**src/rtl/ddsp_pkg.sv**
```systemverilog
// Shared constants, payload types and register codes of the dual delay stereo panner.
`default_nettype none
package ddsp_pkg;

    localparam int SAMPLE_BITS       = 24;
    localparam int MAX_DELAY_SAMPLES = 65536;
    localparam int DELAY_BITS        = 16;
    localparam int COEF_BITS         = 17;
    localparam int DRY_BITS          = 15;
    localparam int FRAC_BITS         = 14;
    localparam int CFG_IDX_BITS      = 3;
    localparam int CFG_DATA_BITS     = 17;

    localparam logic [CFG_IDX_BITS-1:0] CFG_TAP_ONE_DELAY      = 3'd0;
    localparam logic [CFG_IDX_BITS-1:0] CFG_TAP_TWO_DELAY      = 3'd1;
    localparam logic [CFG_IDX_BITS-1:0] CFG_TAP_ONE_LEFT_COEF  = 3'd2;
    localparam logic [CFG_IDX_BITS-1:0] CFG_TAP_ONE_RIGHT_COEF = 3'd3;
    localparam logic [CFG_IDX_BITS-1:0] CFG_TAP_TWO_LEFT_COEF  = 3'd4;
    localparam logic [CFG_IDX_BITS-1:0] CFG_TAP_TWO_RIGHT_COEF = 3'd5;
    localparam logic [CFG_IDX_BITS-1:0] CFG_DRY_COEF           = 3'd6;

    typedef logic signed [SAMPLE_BITS-1:0] t_sample;

    typedef struct packed {
        t_sample left_in;
        t_sample right_in;
    } t_in_item;

    typedef struct packed {
        t_sample left_out;
        t_sample right_out;
    } t_out_item;

    typedef struct packed {
        logic [COEF_BITS-1:0] t1_left;
        logic [COEF_BITS-1:0] t1_right;
        logic [COEF_BITS-1:0] t2_left;
        logic [COEF_BITS-1:0] t2_right;
        logic [DRY_BITS-1:0]  dry;
    } t_mix_coef;

    // fwd: delay is zero, take the sample being written; hit: entry written since reset
    typedef struct packed {
        logic fwd;
        logic hit;
    } t_tap_flags;

endpackage
`default_nettype wire

```
**src/rtl/ddsp_tap_addr.sv**
```systemverilog
// Tap address generator: delay clamp, circular address and fill-count check.
`default_nettype none
module ddsp_tap_addr #(
    parameter int   MAX_DELAY_SAMPLES = ddsp_pkg::MAX_DELAY_SAMPLES,
    localparam int  ADDR_BITS         = $clog2(MAX_DELAY_SAMPLES)
) (
    input  logic [ddsp_pkg::DELAY_BITS-1:0] i_delay,
    input  logic [ADDR_BITS-1:0]            i_wr_pos,
    input  logic                            i_wrapped,
    output logic [ADDR_BITS-1:0]            o_addr,
    output ddsp_pkg::t_tap_flags            o_flags
);
    import ddsp_pkg::*;

    localparam int CW  = (ADDR_BITS > DELAY_BITS) ? ADDR_BITS + 1 : DELAY_BITS + 1;
    localparam int AW1 = ADDR_BITS + 1;
    localparam logic [CW-1:0]  DLIM  = CW'(MAX_DELAY_SAMPLES - 1);
    localparam logic [AW1-1:0] DEPTH = AW1'(MAX_DELAY_SAMPLES);

    logic [CW-1:0]        d_ext;
    logic [ADDR_BITS-1:0] d_sat;
    logic [AW1-1:0]       diff;
    logic [AW1-1:0]       wrap_sum;

    always_comb begin
        d_ext = CW'(i_delay);
        if (d_ext > DLIM) begin
            d_sat = ADDR_BITS'(DLIM);
        end else begin
            d_sat = ADDR_BITS'(d_ext);
        end
        diff     = {1'b0, i_wr_pos} - {1'b0, d_sat};
        wrap_sum = diff + DEPTH;
        // wrap below zero back into the store
        if (diff[ADDR_BITS]) begin
            o_addr = wrap_sum[ADDR_BITS-1:0];
        end else begin
            o_addr = diff[ADDR_BITS-1:0];
        end
        o_flags.fwd = (d_sat == '0);
        o_flags.hit = i_wrapped || (o_addr < i_wr_pos);
    end

endmodule
`default_nettype wire

```
**config.mk**
```make
export PLATFORM = sky130hd
export DESIGN_NAME = ddsp_tap_addr
export DESIGN_NICKNAME = d
export VERILOG_FILES = /design/src/rtl/ddsp_pkg.sv /design/src/rtl/ddsp_tap_addr.sv
export SDC_FILE = /design/constraint.sdc
export NUM_CORES = 1
export LEC_CHECK = 0
export BUFFER_PORTS_ARGS = -buffer_cell sky130_fd_sc_hd__buf_2
export CELL_PAD_IN_SITES_DETAIL_PLACEMENT = 1
export CELL_PAD_IN_SITES_GLOBAL_PLACEMENT = 1
export CORE_UTILIZATION = 35
export DETAILED_ROUTE_END_ITERATION = 6
export PLACE_DENSITY_LB_ADDON = 0.15
export SYNTH_ARGS = -nofsm -noshare
export SYNTH_HDL_FRONTEND = slang
export SYNTH_SLANG_ARGS = --single-unit
```
**constraint.sdc**
```tcl
create_clock -name vclk -period 7.19
set_clock_uncertainty 0.15 [all_clocks]
set_input_delay 1.7975 -clock vclk [all_inputs]
set_output_delay 1.7975 -clock vclk [all_outputs]
set_load 0.05 [all_outputs]
```
==> impl_metrics.py, run 1 <==
metrics = {
    "setup_path": {
        "cp-start-kind": "input port",
        "worstSetupEndpointType": "output port",
        "worstPathMaxFanout": 6,
        "critical_path_arrival_ns": 5.06,
        "required_ns": 5.24,
        "worst-setup-path-type": "input port to output port",
    },
    "die": {
        "die_area_um2": 3730,
        "fp.coreArea_um2": 3340,
        "initial_core_util": 0.366,
        "die_w_um": 61.1,
        "rows": 21,
        "die_h_um": 61.1,
        "io_pins": 51,
    },
    "place": {
        "placed_cell_area_um2": 1570,
        "gp_congestion": 0.879,
        "io_buffer_count": 51,
        "dp_hpwl_um": 3700,
    },
    "pwr": {
        "leakagePower_nw": 0.918,
        "ir_drop_uv": 61.9,
        "power.total_mw": 0.246,
        "powerDensity_nw_per_um2": 157,
    },
    "cells_and_area": {
        "finalNetCount": 286,
        "num-clock-buffers": 0,
        "mostFrequentLayoutCells": "buf_2, inv_1, ha_1",
        "drive_above_1_share": 0.297,
        "final_common_cell": "buf_2",
        "diodes": 0,
        "finish.instance_area_um2": 1570,
        "syn2layout_area_growth_pct": 28.5,
        "design.seq.count": 0,
        "regArea_um2": 0,
    },
    "drt": {
        "drt-total-wl_um": 4100,
        "vias_per_cell": 5.51,
        "drcViolationCount": 0,
        "num_vias": 1459,
        "first_pass_iters": 4,
        "ant_nets": 0,
        "drt_iter0_drc": 61,
        "wl_per_cell_um": 15.5,
    },
    "timing": {
        "worst_pin_slew_ns": 0.465,
        "slew_headroom": 0.687,
        "rsz0062_at_grt": "no",
        "setup_viol": 0,
        "whs_ns": 3.88,
        "setup_tns_ns": 0,
        "report.final.slew_viol_count": 0,
        "hold_viol_final": 0,
        "layout_min_cycle_time_ns": 7.01,
        "period_share": 0.975,
        "clock.fmax_ghz": 0.143,
    },
    "global_routing": {
        "grt_pass1_vias": 1373,
        "grt_use_total": 0.219,
        "grt_max_degree": 9,
        "grt_pass1_wl_um": 6180,
        "grt_overflow": 0,
        "antenna_found_initial": 0,
    },
    "flow_run": {
        "maxCapViolations": 0,
    },
    "logic_synthesis": {
        "ys_top_cells_by_area": "ha_1, inv_1, a21o_1",
        "yosysSeqAreaShare": 0,
        "yosysUniqueCellTypes": 37,
        "synthesis.area_um2": 1220,
        "synth_top_area_share": 0.317,
        "netlist.top_cell.by_area": "ha_1",
        "yosysWarnings": 0,
        "netlist_instances": 168,
        "avgSynthCellArea_um2": 7.28,
        "synth.net_count": 233,
    },
    "cts": {
        "hold_buffers": 0,
        "postCtsSetupRepairBufs": 0,
        "cts_resized": 0,
    },
    "min_path": {
        "hp-class": "input port to output port",
    },
    "outcome": {
        "outcome": "finished clean",
    },
}
[worst max-delay path, stage by stage]
cell	delay [ns]
buf_2	0.09
inv_1	0.04
ha_1	0.38
a21o_1	0.24
a31oi_1	0.24
a211oi_2	0.17
a211o_1	0.38
o22ai_1	0.22
xnor2_2	0.15
ha_1	0.28
a21o_1	0.18
a21o_1	0.19
a21oi_2	0.16
o311ai_1	0.13
o21ai_2	0.15
buf_2	0.27
[path summary, 6_finish.rpt]
kind / from / endpoint / slack (ns) / cells after the start
max: i_delay[4] / o_flags[0] / 0.18 / 16
min: i_wrapped / o_flags[0] / 3.88 / 4
[cells by family after synthesis]
logic type               share of synthesized area
AO/OA/AOI/OAI                                0.314
XOR/XNOR                                    0.0860
adder cells (fa/ha/maj)                      0.334
buffers and inverters                        0.104
multiplexers                               0.00819
AND/OR/NAND/NOR                              0.154
[metal layers]
| metal | vias to the layer above | GRT usage | share of wire |
|---|---|---|---|
| met4 | 0 | 0.0455 | 0.017 |
| li1 | 707 | - | - |
| met2 | 53 | 0.405 | 0.49 |
| met1 | 691 | 0.278 | 0.44 |
| met5 | - | 0 | 0 |
| met3 | 8 | 0.0105 | 0.048 |
[cell type report]
class | count | area, um^2
inverter | 33 | 124
timing repair buffer | 52 | 263
fill | 481 | 1770
multi-input combinational | 134 | 1130
tap | 46 | 57.6
[cells in the mapped netlist, types with 2 or more instances]
cell / n
nor2_1: 8
xnor2_1: 9
nor2b_1: 3
a21oi_1: 12
o211ai_1: 3
o21ai_0: 4
nor4_1: 4
a211o_1: 2
ha_1: 31
nor3_1: 2
nand2_1: 4
o21a_1: 4
nand3_1: 6
a31oi_1: 2
nand2b_1: 3
a21o_1: 14
inv_1: 33
xor2_1: 3
nand4_1: 3
[metrics by stage]
step	instances	setup slack [ns]	util
6_report	265	0.179	0.471
5_1_grt	265	0.00947	0.471
4_1_cts	265	0.190	0.471
3_5_place_dp	265	0.199	0.471
3_3_place_gp	265	0.233	0.471
2_1_floorplan	168	0.0386	-
[power breakdown]
part	switching [mW]	internal (mW)	leakage (nW)
sequential	0	0	0
clock	0	0	0
combinational	0.164	0.0818	0.918
total	0.164	0.0818	0.918
(Power assumes the default switching activity.)
==> run 2: changes to the inputs <==
--- a/config.mk
+++ b/config.mk
@@ -5,11 +5,11 @@
 export SDC_FILE = /design/constraint.sdc
 export NUM_CORES = 1
 export LEC_CHECK = 0
-export BUFFER_PORTS_ARGS = -buffer_cell sky130_fd_sc_hd__buf_2
 export CELL_PAD_IN_SITES_DETAIL_PLACEMENT = 1
 export CELL_PAD_IN_SITES_GLOBAL_PLACEMENT = 1
-export CORE_UTILIZATION = 35
+export CORE_UTILIZATION = 45
 export DETAILED_ROUTE_END_ITERATION = 6
+export DONT_BUFFER_PORTS = 1
 export PLACE_DENSITY_LB_ADDON = 0.15
 export SYNTH_ARGS = -nofsm -noshare
 export SYNTH_HDL_FRONTEND = slang
==> run 2 against run 1 <==
  * Critical path depth fell by 1
  * Power fell by 2.4%
  * Wire length fell by 18%
  * Sequential share of layout area did not move
  * Core utilization rose by 8.6 points
  * Final cell count fell by 20%
  * Combinational power fell by 2%
  * Critical path type unchanged
  * Largest power group unchanged
==> impl_metrics.py, run 2 (same netlist as run 1, synthesis figures left out) <==
metrics = {
    "die": {
        "fp.coreArea_um2": 2520,
        "die_w_um": 54.1,
        "die_area_um2": 2930,
        "initial_core_util": 0.485,
        "die_h_um": 54.1,
        "rows": 18,
        "io_pins": 51,
    },
    "cells_and_area": {
        "final_core_util": 0.557,
        "regArea_um2": 0,
        "design.seq.count": 0,
        "final_common_cell": "inv_1",
        "drive_above_1_share": 0.149,
        "syn2layout_area_growth_pct": 14.9,
        "finalNetCount": 248,
        "num-clock-buffers": 0,
        "diodes": 0,
        "mostFrequentLayoutCells": "inv_1, ha_1, a21o_1",
        "nFillCells": 326,
    },
    "min_path": {
        "hp-start": "i_wrapped",
        "hp-class": "input port to output port",
    },
    "pwr": {
        "leakagePower_nw": 0.786,
        "ir_drop_uv": 143,
        "powerDensity_nw_per_um2": 171,
    },
    "drt": {
        "met2WireLength_um": 1720,
        "drt-met1-wl_um": 1450,
        "dr.max_layer_used": "met4",
        "first_pass_iters": 4,
        "ant_nets": 0,
        "vias_per_cell": 5.89,
        "met3_length_um": 165,
        "drt-total-wl_um": 3350,
        "wl_per_cell_um": 15.9,
        "num_vias": 1243,
        "drcViolationCount": 0,
        "drt_iter0_drc": 7,
    },
    "place": {
        "gp_congestion": 0.879,
        "dp_hpwl_um": 3060,
        "io_buffer_count": 0,
    },
    "timing": {
        "rsz0062_at_grt": "no",
        "setup_viol": 0,
        "clock.fmax_ghz": 0.145,
        "slew_headroom": 0.216,
        "hold_viol_final": 0,
        "layout_min_cycle_time_ns": 6.88,
        "whs_ns": 3.71,
        "worst_pin_slew_ns": 1.17,
        "setup_tns_ns": 0,
        "period_share": 0.956,
        "report.final.slew_viol_count": 0,
    },
    "outcome": {
        "outcome": "finished clean",
    },
    "setup_path": {
        "worst-setup-path-type": "input port to output port",
        "cp-startpoint": "i_delay[4]",
        "cp-start-kind": "input port",
        "critical_path_arrival_ns": 4.93,
        "required_ns": 5.24,
        "worstSetupEndpointType": "output port",
        "worstPathMaxFanout": 6,
    },
    "cts": {
        "postCtsSetupRepairBufs": 0,
        "hold_buffers": 0,
        "cts_resized": 0,
    },
    "global_routing": {
        "grt_overflow": 0,
        "grt_pass1_vias": 1315,
        "grt_max_degree": 9,
        "grt_use_total": 0.243,
        "grt_pass1_wl_um": 5390,
        "antenna_found_initial": 0,
    },
    "flow_run": {
        "maxCapViolations": 0,
    },
}
-- run 2: cell types whose count changed in the layout (fill, tap and decap cells not counted) --
cell,previous run,this run
buf_12,0,1
buf_2,51,0
buf_4,1,13
-- run 2: area by class of cell --
| type | instances | area (um^2) | area share |
|---|---|---|---|
| multi-input cells | 134 | 1130 | 0.801 |
| inverters | 33 | 124 | 0.0882 |
| repair buffers | 14 | 118 | 0.0837 |
| well taps | 30 | 37.5 | 0.0267 |
-- run 2: where the power goes --
part           switching, mW  leakage (nW)  internal (mW)
logic                  0.154         0.786         0.0857
registers                  0             0              0
clock network              0             0              0
total                  0.154         0.786         0.0857
-- run 2: through the flow --
step	instances	total power, mW	instance area [um^2]	worst slack [ns]
floorplan	168	0.182	1250	0.0386
CTS	211	0.241	1410	0.306
finish	211	0.240	1410	0.315
global placement	211	0.234	1410	0.390
global route	211	0.259	1410	0.171
detailed placement	211	0.240	1410	0.318
-- run 2: metal layers --
layer  GRT usage  vias to the layer above
li1            -                      631
met1       0.275                      575
met2       0.486                       35
met3      0.0254                        2
met4      0.0299                        0
met5           0                        -
-- run 2: critical path, cell delays in order --
cell	delay, ns
inv_1	0.03
ha_1	0.39
a21o_1	0.24
a31oi_1	0.25
a211oi_2	0.18
a211o_1	0.37
o22ai_1	0.21
xnor2_2	0.15
ha_1	0.28
a21o_1	0.17
a21o_1	0.19
a21oi_2	0.16
o311ai_1	0.13
o21ai_2	0.22
buf_12	0.16
-- run 2: final timing paths --
check	endpoint	cells after the start
setup / recovery	o_flags[0]	15
hold / removal	o_flags[0]	3
==> run 3: changes to the inputs <==
--- a/config.mk
+++ b/config.mk
@@ -7,7 +7,7 @@
 export LEC_CHECK = 0
 export CELL_PAD_IN_SITES_DETAIL_PLACEMENT = 1
 export CELL_PAD_IN_SITES_GLOBAL_PLACEMENT = 1
-export CORE_UTILIZATION = 45
+export CORE_UTILIZATION = 47
 export DETAILED_ROUTE_END_ITERATION = 6
 export DONT_BUFFER_PORTS = 1
 export PLACE_DENSITY_LB_ADDON = 0.15
==> run 3 against run 2 <==
  * Global-route usage up 1.7 points
  * Die area is 4.1% lower
  * Core utilization is 1.3 points higher
  * Hold slack got worse by 0.021 ns
==> impl_metrics.py, run 3 (same netlist as run 1, synthesis figures left out) <==
metrics = {
    "timing": {
        "hold_viol_final": 0,
        "rsz0062_at_grt": "no",
        "slew_headroom": 0.679,
        "setup_tns_ns": 0,
        "worst_pin_slew_ns": 0.482,
        "setup_viol": 0,
        "report.final.slew_viol_count": 0,
        "whs_ns": 3.69,
        "layout_min_cycle_time_ns": 6.80,
        "period_share": 0.946,
        "clock.fmax_ghz": 0.147,
    },
    "cells_and_area": {
        "nFillCells": 333,
        "syn2layout_area_growth_pct": 15.6,
        "regArea_um2": 0,
        "drive_above_1_share": 0.154,
        "design.seq.count": 0,
        "stdcell_count": 212,
        "mostFrequentLayoutCells": "inv_1, ha_1, a21o_1, buf_4, a21oi_1",
        "finalNetCount": 249,
        "final_common_cell": "inv_1",
        "diodes": 0,
        "num-clock-buffers": 0,
    },
    "cts": {
        "hold_buffers": 0,
        "postCtsSetupRepairBufs": 0,
        "cts_resized": 0,
    },
    "place": {
        "dp_hpwl_um": 3170,
        "dp_cells": 212,
        "gp_congestion": 0.821,
        "io_buffer_count": 0,
    },
    "die": {
        "rows": 18,
        "fp.coreArea_um2": 2480,
        "die_h_um": 53,
        "io_pins": 51,
        "die_area_um2": 2810,
        "initial_core_util": 0.493,
        "die_w_um": 53,
    },
    "setup_path": {
        "cpPeakStageDelay_ns": 0.38,
        "required_ns": 5.24,
        "worstPathMaxFanout": 6,
        "worstSetupEndpointType": "output port",
        "worst-setup-path-type": "input port to output port",
        "critPathSlowestCell": "ha_1",
        "critical_path_arrival_ns": 4.85,
        "cp_top_family": "compound AO/OA/AOI/OAI gates",
        "cp-startpoint": "i_delay[4]",
        "cpMostUsedCell": "a21o_1",
        "crit_buf_inv": 2,
        "cp-start-kind": "input port",
        "worstPathCellList": "inv_1 > ha_1 > a21o_1 > a31oi_1 > a211oi_2 > a211o_1 > o22ai_1 > xnor2_2 > ha_1 > a21o_1 > a21o_1 > a21oi_2 > o311ai_1 > o21ai_2 > buf_12",
    },
    "pwr": {
        "combPwrFrac": 1.000,
        "p_sw_mw": 0.154,
        "p_seq_frac": 0,
        "power.total_mw": 0.241,
        "powerDensity_nw_per_um2": 171,
        "ir_drop_uv": 98.8,
        "sw_frac_of_total": 0.640,
        "clkPwrFrac": 0,
        "leakagePower_nw": 0.790,
        "p_int_mw": 0.0869,
    },
    "global_routing": {
        "grt_pass1_vias": 1335,
        "grt_use_total": 0.260,
        "grt_max_degree": 9,
        "antenna_found_initial": 1,
        "grt_overflow": 0,
        "grt_pass1_wl_um": 5510,
    },
    "drt": {
        "drt-total-wl_um": 3460,
        "ant_nets": 0,
        "vias_per_cell": 6.03,
        "drcViolationCount": 0,
        "num_vias": 1279,
        "first_pass_iters": 4,
        "wl_per_cell_um": 16.3,
        "drt_iter0_drc": 10,
    },
    "outcome": {
        "outcome": "finished clean",
    },
    "flow_run": {
        "maxCapViolations": 0,
    },
    "min_path": {
        "hp-start": "i_wrapped",
        "hp-class": "input port to output port",
    },
}
## run 3: metal layers
| metal | track usage | vias up | wire length [um] |
|---|---|---|---|
| met5 | 0 | - | 13 |
| met4 | 0.0921 | 2 | 115 |
| met3 | 0.0431 | 13 | 182 |
| met2 | 0.517 | 39 | 1810 |
| met1 | 0.265 | 588 | 1340 |
| li1 | - | 637 | - |
## run 3: cell type report
class	instances	area [um^2]	share of cell area
inverters	33	124	0.0877
well taps	30	37.5	0.0266
repair buffers	15	125	0.0886
multi-input cells	134	1130	0.797
## run 3: final timing paths
kind | end | depth (start not counted)
max | o_flags[0] | 15
min | o_flags[0] | 3
## run 3: power groups by stage
stage | Sequential [mW] | Clock [mW] | Combinational (mW)
after floorplan | 0 | 0 | 0.182
after global placement | 0 | 0 | 0.234
after detailed placement | 0 | 0 | 0.242
after CTS | 0 | 0 | 0.242
after global routing | 0 | 0 | 0.262
final | 0 | 0 | 0.241
## run 3: metrics by stage
step / utilization / worst slack, ns / area, um^2
5_1_grt: 0.570 / 0.175 / 1410
3_3_place_gp: 0.570 / 0.440 / 1410
4_1_cts: 0.570 / 0.373 / 1410
6_report: 0.570 / 0.388 / 1410
2_1_floorplan: - / 0.0386 / 1250
3_5_place_dp: 0.570 / 0.384 / 1410
## run 3: worst min-delay path, cell delays in order
cell and delay (ns):
a21oi_1 0.03, o21ai_2 0.07, buf_12 0.13
